===== config.mk =====
export PLATFORM = sky130hd
export DESIGN_NAME = rso_blend
export DESIGN_NICKNAME = d
export VERILOG_FILES = /design/src/hw/rtl/rso_pkg.sv /design/src/hw/rtl/rso_blend.sv
export SDC_FILE = /design/constraint.sdc
export NUM_CORES = 1
export LEC_CHECK = 0
export ABC_AREA = 1
export BUFFER_PORTS_ARGS = -buffer_cell sky130_fd_sc_hd__buf_2
export CORE_AREA = 2 2 207 158
export CTS_CLUSTER_SIZE = 25
export DETAILED_ROUTE_END_ITERATION = 6
export DIE_AREA = 0 0 209 160
export MAX_ROUTING_LAYER = met4
export PLACE_DENSITY_LB_ADDON = 0.12
export SLEW_MARGIN = 20
export SYNTH_ARGS = -nofsm -noshare
export SYNTH_HDL_FRONTEND = slang
export SYNTH_SLANG_ARGS = --single-unit

===== constraint.sdc =====
create_clock -name clk -period 16 [get_ports clk]
set_clock_uncertainty 0.15 [all_clocks]
set_input_delay 0 -clock clk [delete_from_list [all_inputs] [get_ports clk]]
set_output_delay 0 -clock clk [all_outputs]
set_load 0.03 [all_outputs]

===== src/hw/rtl/rso_pkg.sv =====
// Types and constants shared by the sprite overlay modules.
`timescale 1ns / 1ps
`default_nettype none
package rso_pkg;

  localparam int CFG_IDX_W  = 3;
  localparam int CFG_DATA_W = 25;
  localparam int ADDR_W     = 19;

  localparam logic [CFG_IDX_W-1:0] REG_SCALE_COS  = 3'd0;
  localparam logic [CFG_IDX_W-1:0] REG_SCALE_SIN  = 3'd1;
  localparam logic [CFG_IDX_W-1:0] REG_OFFSET_X   = 3'd2;
  localparam logic [CFG_IDX_W-1:0] REG_OFFSET_Y   = 3'd3;
  localparam logic [CFG_IDX_W-1:0] REG_TEX_WIDTH  = 3'd4;
  localparam logic [CFG_IDX_W-1:0] REG_TEX_HEIGHT = 3'd5;

  localparam logic [7:0] ALPHA_OPAQUE = 8'hFF;

  typedef struct packed {
    logic signed [21:0] scale_cos;
    logic signed [21:0] scale_sin;
    logic signed [24:0] offset_x;
    logic signed [24:0] offset_y;
    logic [8:0]         tex_width;
    logic [8:0]         tex_height;
  } cfg_t;

  localparam cfg_t CFG_RESET = '{
    scale_cos:  22'sd256,
    scale_sin:  22'sd0,
    offset_x:   25'sd0,
    offset_y:   25'sd0,
    tex_width:  9'd0,
    tex_height: 9'd0
  };

  // Word moving down the coordinate pipe. value is the texel for a load
  // and the background color for a pixel.
  typedef struct packed {
    logic        is_pixel;
    logic [15:0] index;
    logic [31:0] value;
  } item_t;

  // Coordinate pipe to texture memory.
  typedef struct packed {
    logic              is_pixel;
    logic              covered;
    logic [ADDR_W-1:0] addr;
    logic [15:0]       index;
    logic [31:0]       value;
  } mem_req_t;

  // Texture memory to blender.
  typedef struct packed {
    logic        covered;
    logic        tex_ok;
    logic [31:0] texel;
    logic [31:0] color;
  } tex_rd_t;

endpackage
`default_nettype wire


===== src/hw/rtl/rso_blend.sv =====
// Per-channel alpha blend and final word select, two stages.
`timescale 1ns / 1ps
`default_nettype none
module rso_blend (
  input  wire logic             clk,
  input  wire logic             rst,
  input  wire logic             in_valid,
  output logic                  in_ready,
  input  wire rso_pkg::tex_rd_t in_rd,
  output logic                  out_valid,
  input  wire logic             out_ready,
  output logic [31:0]           out_color,
  output logic                  covered
);
  import rso_pkg::*;

  logic        v1, rdy1, rdy2;
  logic        covered1, opaque1;
  logic [31:0] bg1;
  logic [23:0] rgb1;
  logic [15:0] pt1 [3];
  logic [15:0] pb1 [3];

  logic [31:0] tex;
  logic [7:0]  alpha, inv_alpha;
  logic [15:0] pt_next [3];
  logic [15:0] pb_next [3];
  logic [15:0] mix [3];
  logic [31:0] mixed, result;

  assign rdy2     = !out_valid || out_ready;
  assign rdy1     = !v1 || rdy2;
  assign in_ready = rdy1;

  always_comb begin
    // a read past the end of the store acts as a fully clear texel
    tex       = in_rd.tex_ok ? in_rd.texel : 32'h0;
    alpha     = tex[31:24];
    inv_alpha = ALPHA_OPAQUE - alpha;
    for (int i = 0; i < 3; i++) begin
      pt_next[i] = tex[8*i +: 8] * alpha;
      pb_next[i] = in_rd.color[8*i +: 8] * inv_alpha;
    end
    for (int i = 0; i < 3; i++) begin
      mix[i] = pt1[i] + pb1[i];
    end
    mixed = {8'h00, mix[2][15:8], mix[1][15:8], mix[0][15:8]};
    if (!covered1) begin
      result = bg1;
    end else if (opaque1) begin
      result = {8'h00, rgb1};
    end else begin
      result = mixed;
    end
  end

  always_ff @(posedge clk) begin
    if (rst) begin
      v1        <= 1'b0;
      out_valid <= 1'b0;
    end else begin
      if (rdy1) v1 <= in_valid;
      if (rdy2) out_valid <= v1;
    end
  end

  always_ff @(posedge clk) begin
    if (rdy1) begin
      covered1 <= in_rd.covered;
      opaque1  <= (alpha == ALPHA_OPAQUE);
      bg1      <= in_rd.color;
      rgb1     <= tex[23:0];
      pt1      <= pt_next;
      pb1      <= pb_next;
    end
    if (rdy2) begin
      out_color <= result;
      covered   <= covered1;
    end
  end

endmodule
`default_nettype wire


==> results of run 1 <==
[metrics by stage]
stage | hold WS, ns | std cells | setup slack, ns | total power, mW | instance area, um2
detailed placement | 0.0281 | 3087 | 10.38 | 3.08 | 22300
finish | 0.0631 | 3186 | 10.75 | 3.58 | 23600
CTS | 0.0247 | 3181 | 10.87 | 3.55 | 23600
global placement | 0.0235 | 3087 | 10.48 | 3.04 | 22300
floorplan | -0.0809 | 2603 | 9.87 | 2.48 | 21400
global route | 0.0745 | 3185 | 10.53 | 3.90 | 23600
[cells in the final DEF, fill, tap and decap left out, drive strengths merged]
cell,n
and2,9
buf,111
xnor2,33
nand4,23
or2,3
ha,258
o211ai,2
o21bai,1
clkinv,8
nor3,10
a21oi,91
o21a,8
nand2,533
fa,216
dlygate4sd3,62
inv,539
nor2,478
clkbuf,17
dfxtp,2
nand3b,3
xor2,42
edfxtp,187
nand3,88
diode,5
a21o,1
o21ai,43
[worst max-delay path: cells and delay by family]
| kind | cells | cell delay, ns |
|---|---|---|
| fa+ha+maj | 5 | 2.38 |
| simple gates | 4 | 0.85 |
| compound gates | 2 | 0.34 |
| xor+xnor | 1 | 0.16 |
| buf+inv | 5 | 1.57 |
[area by class of cell]
class | count | area, um2 | share of cell area (%)
multi-input cells | 1842 | 13600 | 57.6
flip-flops and latches | 189 | 5660 | 24.0
inverters | 532 | 2000 | 8.47
repair buffers | 173 | 1190 | 5.06
well taps | 413 | 517 | 2.19
clock buffers | 17 | 425 | 1.81
clock inverters | 15 | 185 | 0.786
diodes | 5 | 12.5 | 0.0531
[flip-flops by register name, indices dropped and copies added (netlist names)]
name	cells
covered1	1
bg1	32
out_color	32
rgb1	24
pb1	48
v1	1
out_valid	1
opaque1	1
covered	1
pt1	48
[worst max path at each step]
stage,startpoint,end
finish,in_rd[64],pt1[44]$_DFFE_PP_
global route,in_rd[64],pt1[44]$_DFFE_PP_
CTS,in_rd[64],pt1[44]$_DFFE_PP_
detailed placement,in_rd[64],pt1[44]$_DFFE_PP_
global placement,in_rd[64],pt1[44]$_DFFE_PP_
floorplan,out_valid$_SDFFE_PP0P_,bg1[0]$_DFFE_PP_
[metal layers]
layer / vias to the layer above / track usage, %
li1: 8354 / -
met1: 8487 / 50.3
met2: 915 / 57.9
met3: 155 / 10.6
met4: 0 / 12.8
met5: - / -
[repair_timing]
action	in CTS	in global routing
resized for setup	0	0
endpoints found under the hold margin	69	0
setup buffers	0	0
hold buffers	62	0
[kinds of logic (layout without fill, tap and decap cells)]
| family | Yosys count | after routing | share of synthesized area (%) |
|---|---|---|---|
| xor gates and xnor gates | 75 | 75 | 3.07 |
| AOI/OAI and AO/OA | 146 | 146 | 3.66 |
| and+or+nand+nor | 1147 | 1147 | 21.3 |
| other | 0 | 5 | 0 |
| buffers and inverters | 572 | 737 | 10.3 |
| DFF | 189 | 189 | 26.4 |
| adders and majority gates | 474 | 474 | 35.2 |
[where the power goes]
part / total (mW) / leakage (nW) / internal, mW / switching [mW]
clock: 0.445 / 0.299 / 0.214 / 0.231
combinational: 2.28 / 10.5 / 0.819 / 1.46
sequential: 0.861 / 2.06 / 0.769 / 0.0925
total: 3.58 / 12.8 / 1.80 / 1.78
==> summary by stage, run 1 <==
Global route
The pin count of the biggest net entering global routing is 82. The number of global-route vias before repair is 18200. The global-route wire length before repair is 95100 um.

The final global-route overflow total is 0. The number of antenna violations at the first check in global routing is 4. The total routing resource utilization after global routing is 38.3%.

Timing
The count of endpoints failing hold in the final timing report is 0. Based on the critical path, the design can be clocked at up to 191 MHz. Setup repair after global routing left no endpoint under its margin. At the pin with the least slew margin, the transition time is 1.07 ns. The relative slew slack is 28.6%.

Summed over all failing endpoints, the final setup total negative slack is 0 ns. After layout, the minimum clock period comes to 5.25 ns. The final number of setup-violating endpoints is 0. The worst path uses 32.8% of the clock period. The final-report max-slew violation count came to 0.

Power
VDD sags by at most 0.0995 mV. The power per cell area is 152 nW/um2. The standby leakage power is 12.8 nW.

Critical path
In this run the critical register-to-register path is launched from out_valid$_SDFFE_PP0P_. For flop-to-flop paths, the worst setup slack is 13.22 ns. On the critical path, the stage with the largest delay is an instance of sky130_fd_sc_hd__inv_1. The critical path class is in -> reg. The required arrival time at the worst endpoint is 16.07 ns.

The number of cells traversed by the worst register-to-register path is 3. The worst register-to-register path ends at rgb1[12]$_DFFE_PP_. The maximum cell stage delay along the critical path is 0.83 ns.

In this run the worst path has a maximum fanout of 32. The critical path capture point type is a register. The arrival time reported for the critical path endpoint is 5.32 ns. Traced cell by cell, the critical path runs through buf_2 > nand2_1 > inv_1 > nand2_1 > fa_1 > fa_1 > inv_1 > fa_1 > inv_1 > fa_1 > inv_1 > ha_1 > a21oi_1 > o21ai_0 > nand2_1 > nand4_1 > xor2_1. The type of origin of the critical path is a primary input.

CTS
Counting the buffers created by CTS gives 17. The clock latency reported for the late side of the worst-skew pair is 0.47 ns. The TritonCTS clock tree is done. For this design, the sink count on the clock tree is 189.

In this run the number of H-tree levels came out at 4. The root buffer cell is sky130_fd_sc_hd__clkbuf_16. The clock-pin transition on the worst setup and hold timing paths is 0.08 ns. The clock passes through at most 2 buffers.

Yosys
After synthesis, the mean cell area works out to 8.23 um2. sky130_fd_sc_hd__inv_1 is the most common cell in the netlist. The synthesized design contains 189 register bits. After technology mapping, the gate count stands at 2603. Synthesis instantiated 35 different standard cells from the library. The proportion of register bits with asynchronous set or reset after synthesis is 0%. During synthesis, Yosys emitted a total of 0 warnings.

Summed over all instances, the cell type with the most area after synthesis is sky130_fd_sc_hd__edfxtp_1. By area the synthesized netlist is led by sky130_fd_sc_hd__edfxtp_1 (26%), sky130_fd_sc_hd__fa_1 (20%), sky130_fd_sc_hd__ha_1 (15%), sky130_fd_sc_hd__inv_1 (9.2%), sky130_fd_sc_hd__nand2_1 (9.2%). The most frequently used flop master after synthesis is sky130_fd_sc_hd__edfxtp_1. The synthesized netlist occupies a cell area of 21400 um2. The fraction of the yosys area taken by sequential cells is 26.4%. Summed over its instances, the top area cell type makes up 26.2% of the synthesized netlist area. The number of synthesized flops with an enable pin is 187.

The commonest cells after synthesis are sky130_fd_sc_hd__inv_1 (526), sky130_fd_sc_hd__nand2_1 (523), sky130_fd_sc_hd__nor2_1 (471). When the netlist entered floorplanning its net count stood at 3147.

Job
The max-cap check violation count is 0.

Placed design
The sum of net half-perimeters after detailed placement is 47400 um. Input and output buffers added on the ports amount to 104. The congestion estimate from routability-driven global placement came to 1.01.

Cells and area
The area growth from synthesis to layout is 9.98%. The number of nets at the end of the flow is 3299. The filler cells instantiated in the layout total 2289. The share of cells above drive strength 1 is 6.39%. Cells fill 74.3% of the core in the end.

Drt
After the first detailed-routing iteration, the DRC count stood at 1797. The length of routed wiring on met1 is 24400 um. The detailed-routing iteration count for the pre-antenna-repair pass is 7.

In the detailed route, the total length drawn on met3 is 6840 um. The routed design uses 26700 um of met2 wire. The uppermost layer routed is met4.

The DRC violations left is 0. The routed via count divided by cell count is 5.62. The number of routed nets with antenna violations is 0. The via count is 17900.

The wire length after detailed routing is 59900 um. After detailed routing, the average wire length per cell comes to 18.8 um.

Min path
The sink of the worst hold path is pt1[17]$_DFFE_PP_. The startpoint identified for the worst hold timing path is in_rd[57]. The classification of the worst-slack hold path is in -> reg. Counting instances, the worst hold path has a depth of 4.

Outcome
The run finished with clean final reports.

Floorplanning
The placeable core region is 31700 um2. The area of the die is 33400 um2. The floorplan step set the die height to 160 um.

For this design the top-level I/O count stands at 105. The die is 209 um wide. Row generation in the floorplan step produced 57 rows. The initial standard-cell utilization of the core is 67.5%.
Power figures use the tool's default switching activity.
==> inputs of run 2 (changes only) <==
CORE_AREA = 2 2 215 164   (was 2 2 207 158)
DIE_AREA = 0 0 217 166   (was 0 0 209 160)
clock period = 5.1 ns   (was 16 ns; I/O delays follow)
==> run 2 against run 1 <==
Compared with the run above: the run now ends with DRC left; final cell count up 2.0%; register-to-register slack got worse by 10 ns; sequential cell count stayed put; global-route usage shrank 3.4 points; first-iteration DRC count decreased by 16%; critical path depth rose by 2; cell area is 1.2% higher; non-clock buffer count rose by 24; largest power group unchanged; critical path type unchanged; wire length decreased by 2.1%; via count down 0.56%.
==> summary by stage, run 2 (synthesis results as in run 1) <==
Critical path
The number of cells traversed by the worst register-to-register path came to 5 (+2). The type of origin of the critical path is a primary input. The maximum fanout encountered on the critical timing path was 4 (-88%). The arrival time reported for the critical path endpoint is 4.65 ns (-0.67 ns). The reg2reg setup slack was 2.79 ns (-10.43 ns). The critical path capture point type is a register.

The critical path is of the in -> reg type. The required arrival time at the worst endpoint is 5.18 ns (-10.89 ns). The endpoint of the lowest-slack register-to-register path is out_color[9]$_DFFE_PP_. The worst register-to-register path begins at opaque1$_DFFE_PP_.

Timing
After layout, the minimum clock period comes to 4.56 ns. The setup total negative slack is 0 ns (unchanged). Setup repair after global routing left no endpoint under its margin. The final worst setup slack came to 0.535 ns (-10.22 ns). The final number of setup-violating endpoints is 0 (unchanged). The share of the cycle needed by the critical path after routing is 89.5%. The final hold slack is 0.0416 ns (-0.0215 ns). The final-report max-slew violation count is 0 (unchanged). The relative slew slack is 32.8% (+4.2 points). Based on the critical path, the design can be clocked at up to 219 MHz. The slew at the pin closest to its max-slew limit is 1.00 ns (-0.0672 ns). The count of endpoints failing hold in the final timing report is 0 (unchanged).

Cells and area
The leading cell type in the layout, fill and taps excluded is sky130_fd_sc_hd__inv_1. The share of cells above drive strength 1 was 7.06% (+0.66 points). In the layout the commonest cells are sky130_fd_sc_hd__inv_1 (526), sky130_fd_sc_hd__nand2_1 (522), sky130_fd_sc_hd__nor2_1 (471).

In the final layout, the registers with the most flip-flops are pb1 x48, pt1 x48. The post-layout instance count excluding filler cells is 3250 (+2.0%). The post-layout utilization of the core is 70.0% (-4.3 points).

The register cell area after layout is 5660 um2 (unchanged). The number of nets at the end of the flow was 3323 (+0.73%). The summed area of non-filler cells in the final layout came to 23900 um2 (+1.2%). The area growth from synthesis to layout is 11.3%. The area of combinational cells with multiple inputs is 13600 um2 (unchanged).

The number of filler instances in the final layout is 2790 (+22%).

Outcome
The run finished, with violations left. The checks that failed: DRC.

Drt
The routed via count divided by cell count came to 5.48 (-2.5%). The detailed-routing iteration count for the pre-antenna-repair pass came to 7 (unchanged). The via count is 17800 (-0.56%). The wire length per cell after detailed routing came to 18.0 um (-4.1%). The DRC violations left came to 1 (+1). The first-iteration detailed-routing DRC count is 1503 (-16%). The number of routed nets with antenna violations is 0 (unchanged).

The wire length after detailed routing is 58600 um (-2.1%).

Floorplanning
The area of the die is 36000 um2 (+7.7%). The die extent in x was 217 um (+3.8%). The initial standard-cell utilization of the core was 62.8% (-4.7 points). The number of rows in the core area is 59 (+3.5%).

The I/O pin total came to 105 (unchanged). The placeable core region is 34100 um2 (+7.5%). The height of the die was 166 um (+3.8%).

Job
The max-cap check violation count was 0 (unchanged).

CTS
The clock buffer count from CTS was 17 (unchanged). The maximum clock insertion buffer count is 2 (unchanged). The TritonCTS clock tree is done.

The clock-pin transition on the worst setup and hold timing paths was 0.09 ns (about the same). The total of cells resized after clock tree synthesis was 0 (unchanged). The count of H-tree levels built during CTS came to 4 (unchanged). The root buffer cell is sky130_fd_sc_hd__clkbuf_16. The total clock sinks came to 189 (unchanged). The clock latency reported for the late side of the worst-skew pair was 0.48 ns (about the same).

Global route
After global routing, the most crowded layer is met2. The global-route track usage on met1 came to 47.5% (-2.8 points). The global-route wire length before repair was 93800 um (-1.5%).

The total routing resource utilization after global routing came to 34.9% (-3.4 points). The met2 track demand over resource in global routing is 52.1% (-5.8 points). The number of antenna violations at the first check in global routing is 1 (-3). The number of global-route vias before repair is 17900 (-1.5%). The pin count of the biggest net entering global routing is 98 (+20%).

The final global-route overflow total is 0 (unchanged). The met3 usage in global routing is 6.74% (-3.9 points).

Placed design
The count of input and output buffers came to 104 (unchanged). The sum of net half-perimeters after detailed placement is 46800 um (-1.2%). The global placer's final weighted congestion was 0.983 (-2.8%). The number of placed cells counting well taps was 3151 (+2.1%). The worst slack at placement is 0.424 ns (-9.96 ns).

The cell area after placement is 22600 um2 (+1.1%).

Min path
The classification of the worst-slack hold path is in -> reg. The sink of the worst hold path is rgb1[14]$_DFFE_PP_. In this run the most critical hold path is launched from in_rd[64]. The hold-critical path depth is 3 (-1).

Power
The clock share of power was 12.6% (+0.2 points). The standby leakage power was 12.9 nW (+0.93%). The switching power share of the total was 49.7% (about the same). The largest vdd supply drop was 0.337 mV (+240%). The overall power is 11.3 mW (+210%). The power per cell area is 472 nW/um2 (+210%).

The internal power of the cells is 5.67 mW (+210%). The sequential fraction of design power is 24.0% (about the same). The net switching power figure is 5.60 mW (+210%). The share of power burned in combinational logic came to 63.4% (-0.2 points).
run 2: final cells by class:
class	instances	area share, %
antenna	1	0.0105
clock inverter	15	0.792
tap	457	2.40
timing repair buffer	197	6.01
clock buffer	17	1.78
multi-input combinational	1842	56.9
inverter	532	8.37
sequential	189	23.7
run 2: critical path: stages:
cell and delay, ns:
sky130_fd_sc_hd__dlygate4sd3_1 0.51, sky130_fd_sc_hd__buf_2 0.11, sky130_fd_sc_hd__nand2_1 0.09, sky130_fd_sc_hd__dlygate4sd3_1 0.59, sky130_fd_sc_hd__inv_1 0.09, sky130_fd_sc_hd__nand2_1 0.07
sky130_fd_sc_hd__fa_1 0.50, sky130_fd_sc_hd__fa_1 0.56, sky130_fd_sc_hd__inv_1 0.05, sky130_fd_sc_hd__fa_1 0.47, sky130_fd_sc_hd__inv_1 0.06, sky130_fd_sc_hd__fa_1 0.50
sky130_fd_sc_hd__inv_1 0.05, sky130_fd_sc_hd__ha_1 0.34, sky130_fd_sc_hd__nand2_1 0.13, sky130_fd_sc_hd__o21ai_0 0.25, sky130_fd_sc_hd__nand2_1 0.08, sky130_fd_sc_hd__o211ai_1 0.10
sky130_fd_sc_hd__xor2_1 0.10
run 2: timing repair:
action                                 4_1_cts  5_1_grt
hold buffers                                66        0
endpoints found under the hold margin       70        0
setup buffers                                0        0
run 2: how the worst max path moves through the flow:
| stage | end | cells past startpoint | slack [ns] | from |
|---|---|---|---|---|
| finish | pt1[29]$_DFFE_PP_ | 19 | 0.54 | in_rd[43] |
| global route | pt1[29]$_DFFE_PP_ | 19 | 0.28 | in_rd[43] |
| CTS | pt1[29]$_DFFE_PP_ | 19 | 0.58 | in_rd[43] |
| detailed placement | pt1[29]$_DFFE_PP_ | 18 | 0.42 | in_rd[64] |
| global placement | pt1[13]$_DFFE_PP_ | 18 | 0.52 | in_rd[64] |
| floorplan | bg1[0]$_DFFE_PP_ | 1 | 1.08 | out_valid$_SDFFE_PP0P_ |
run 2: routing by layer:
layer / vias to the layer above / routed length [um]
met1: 8478 / 25300
met5: - / 0
met2: 810 / 26000
li1: 8405 / -
met4: 0 / 2140
met3: 117 / 5240
run 2: power groups by stage:
stage | clock, mW | sequential, mW | combinational [mW]
4_1_cts | 1.43 | 2.70 | 7.07
3_5_place_dp | 0 | 2.72 | 6.99
2_1_floorplan | 0 | 2.75 | 5.03
5_1_grt | 1.48 | 2.73 | 8.08
6_report | 1.42 | 2.71 | 7.14
3_3_place_gp | 0 | 2.73 | 6.85
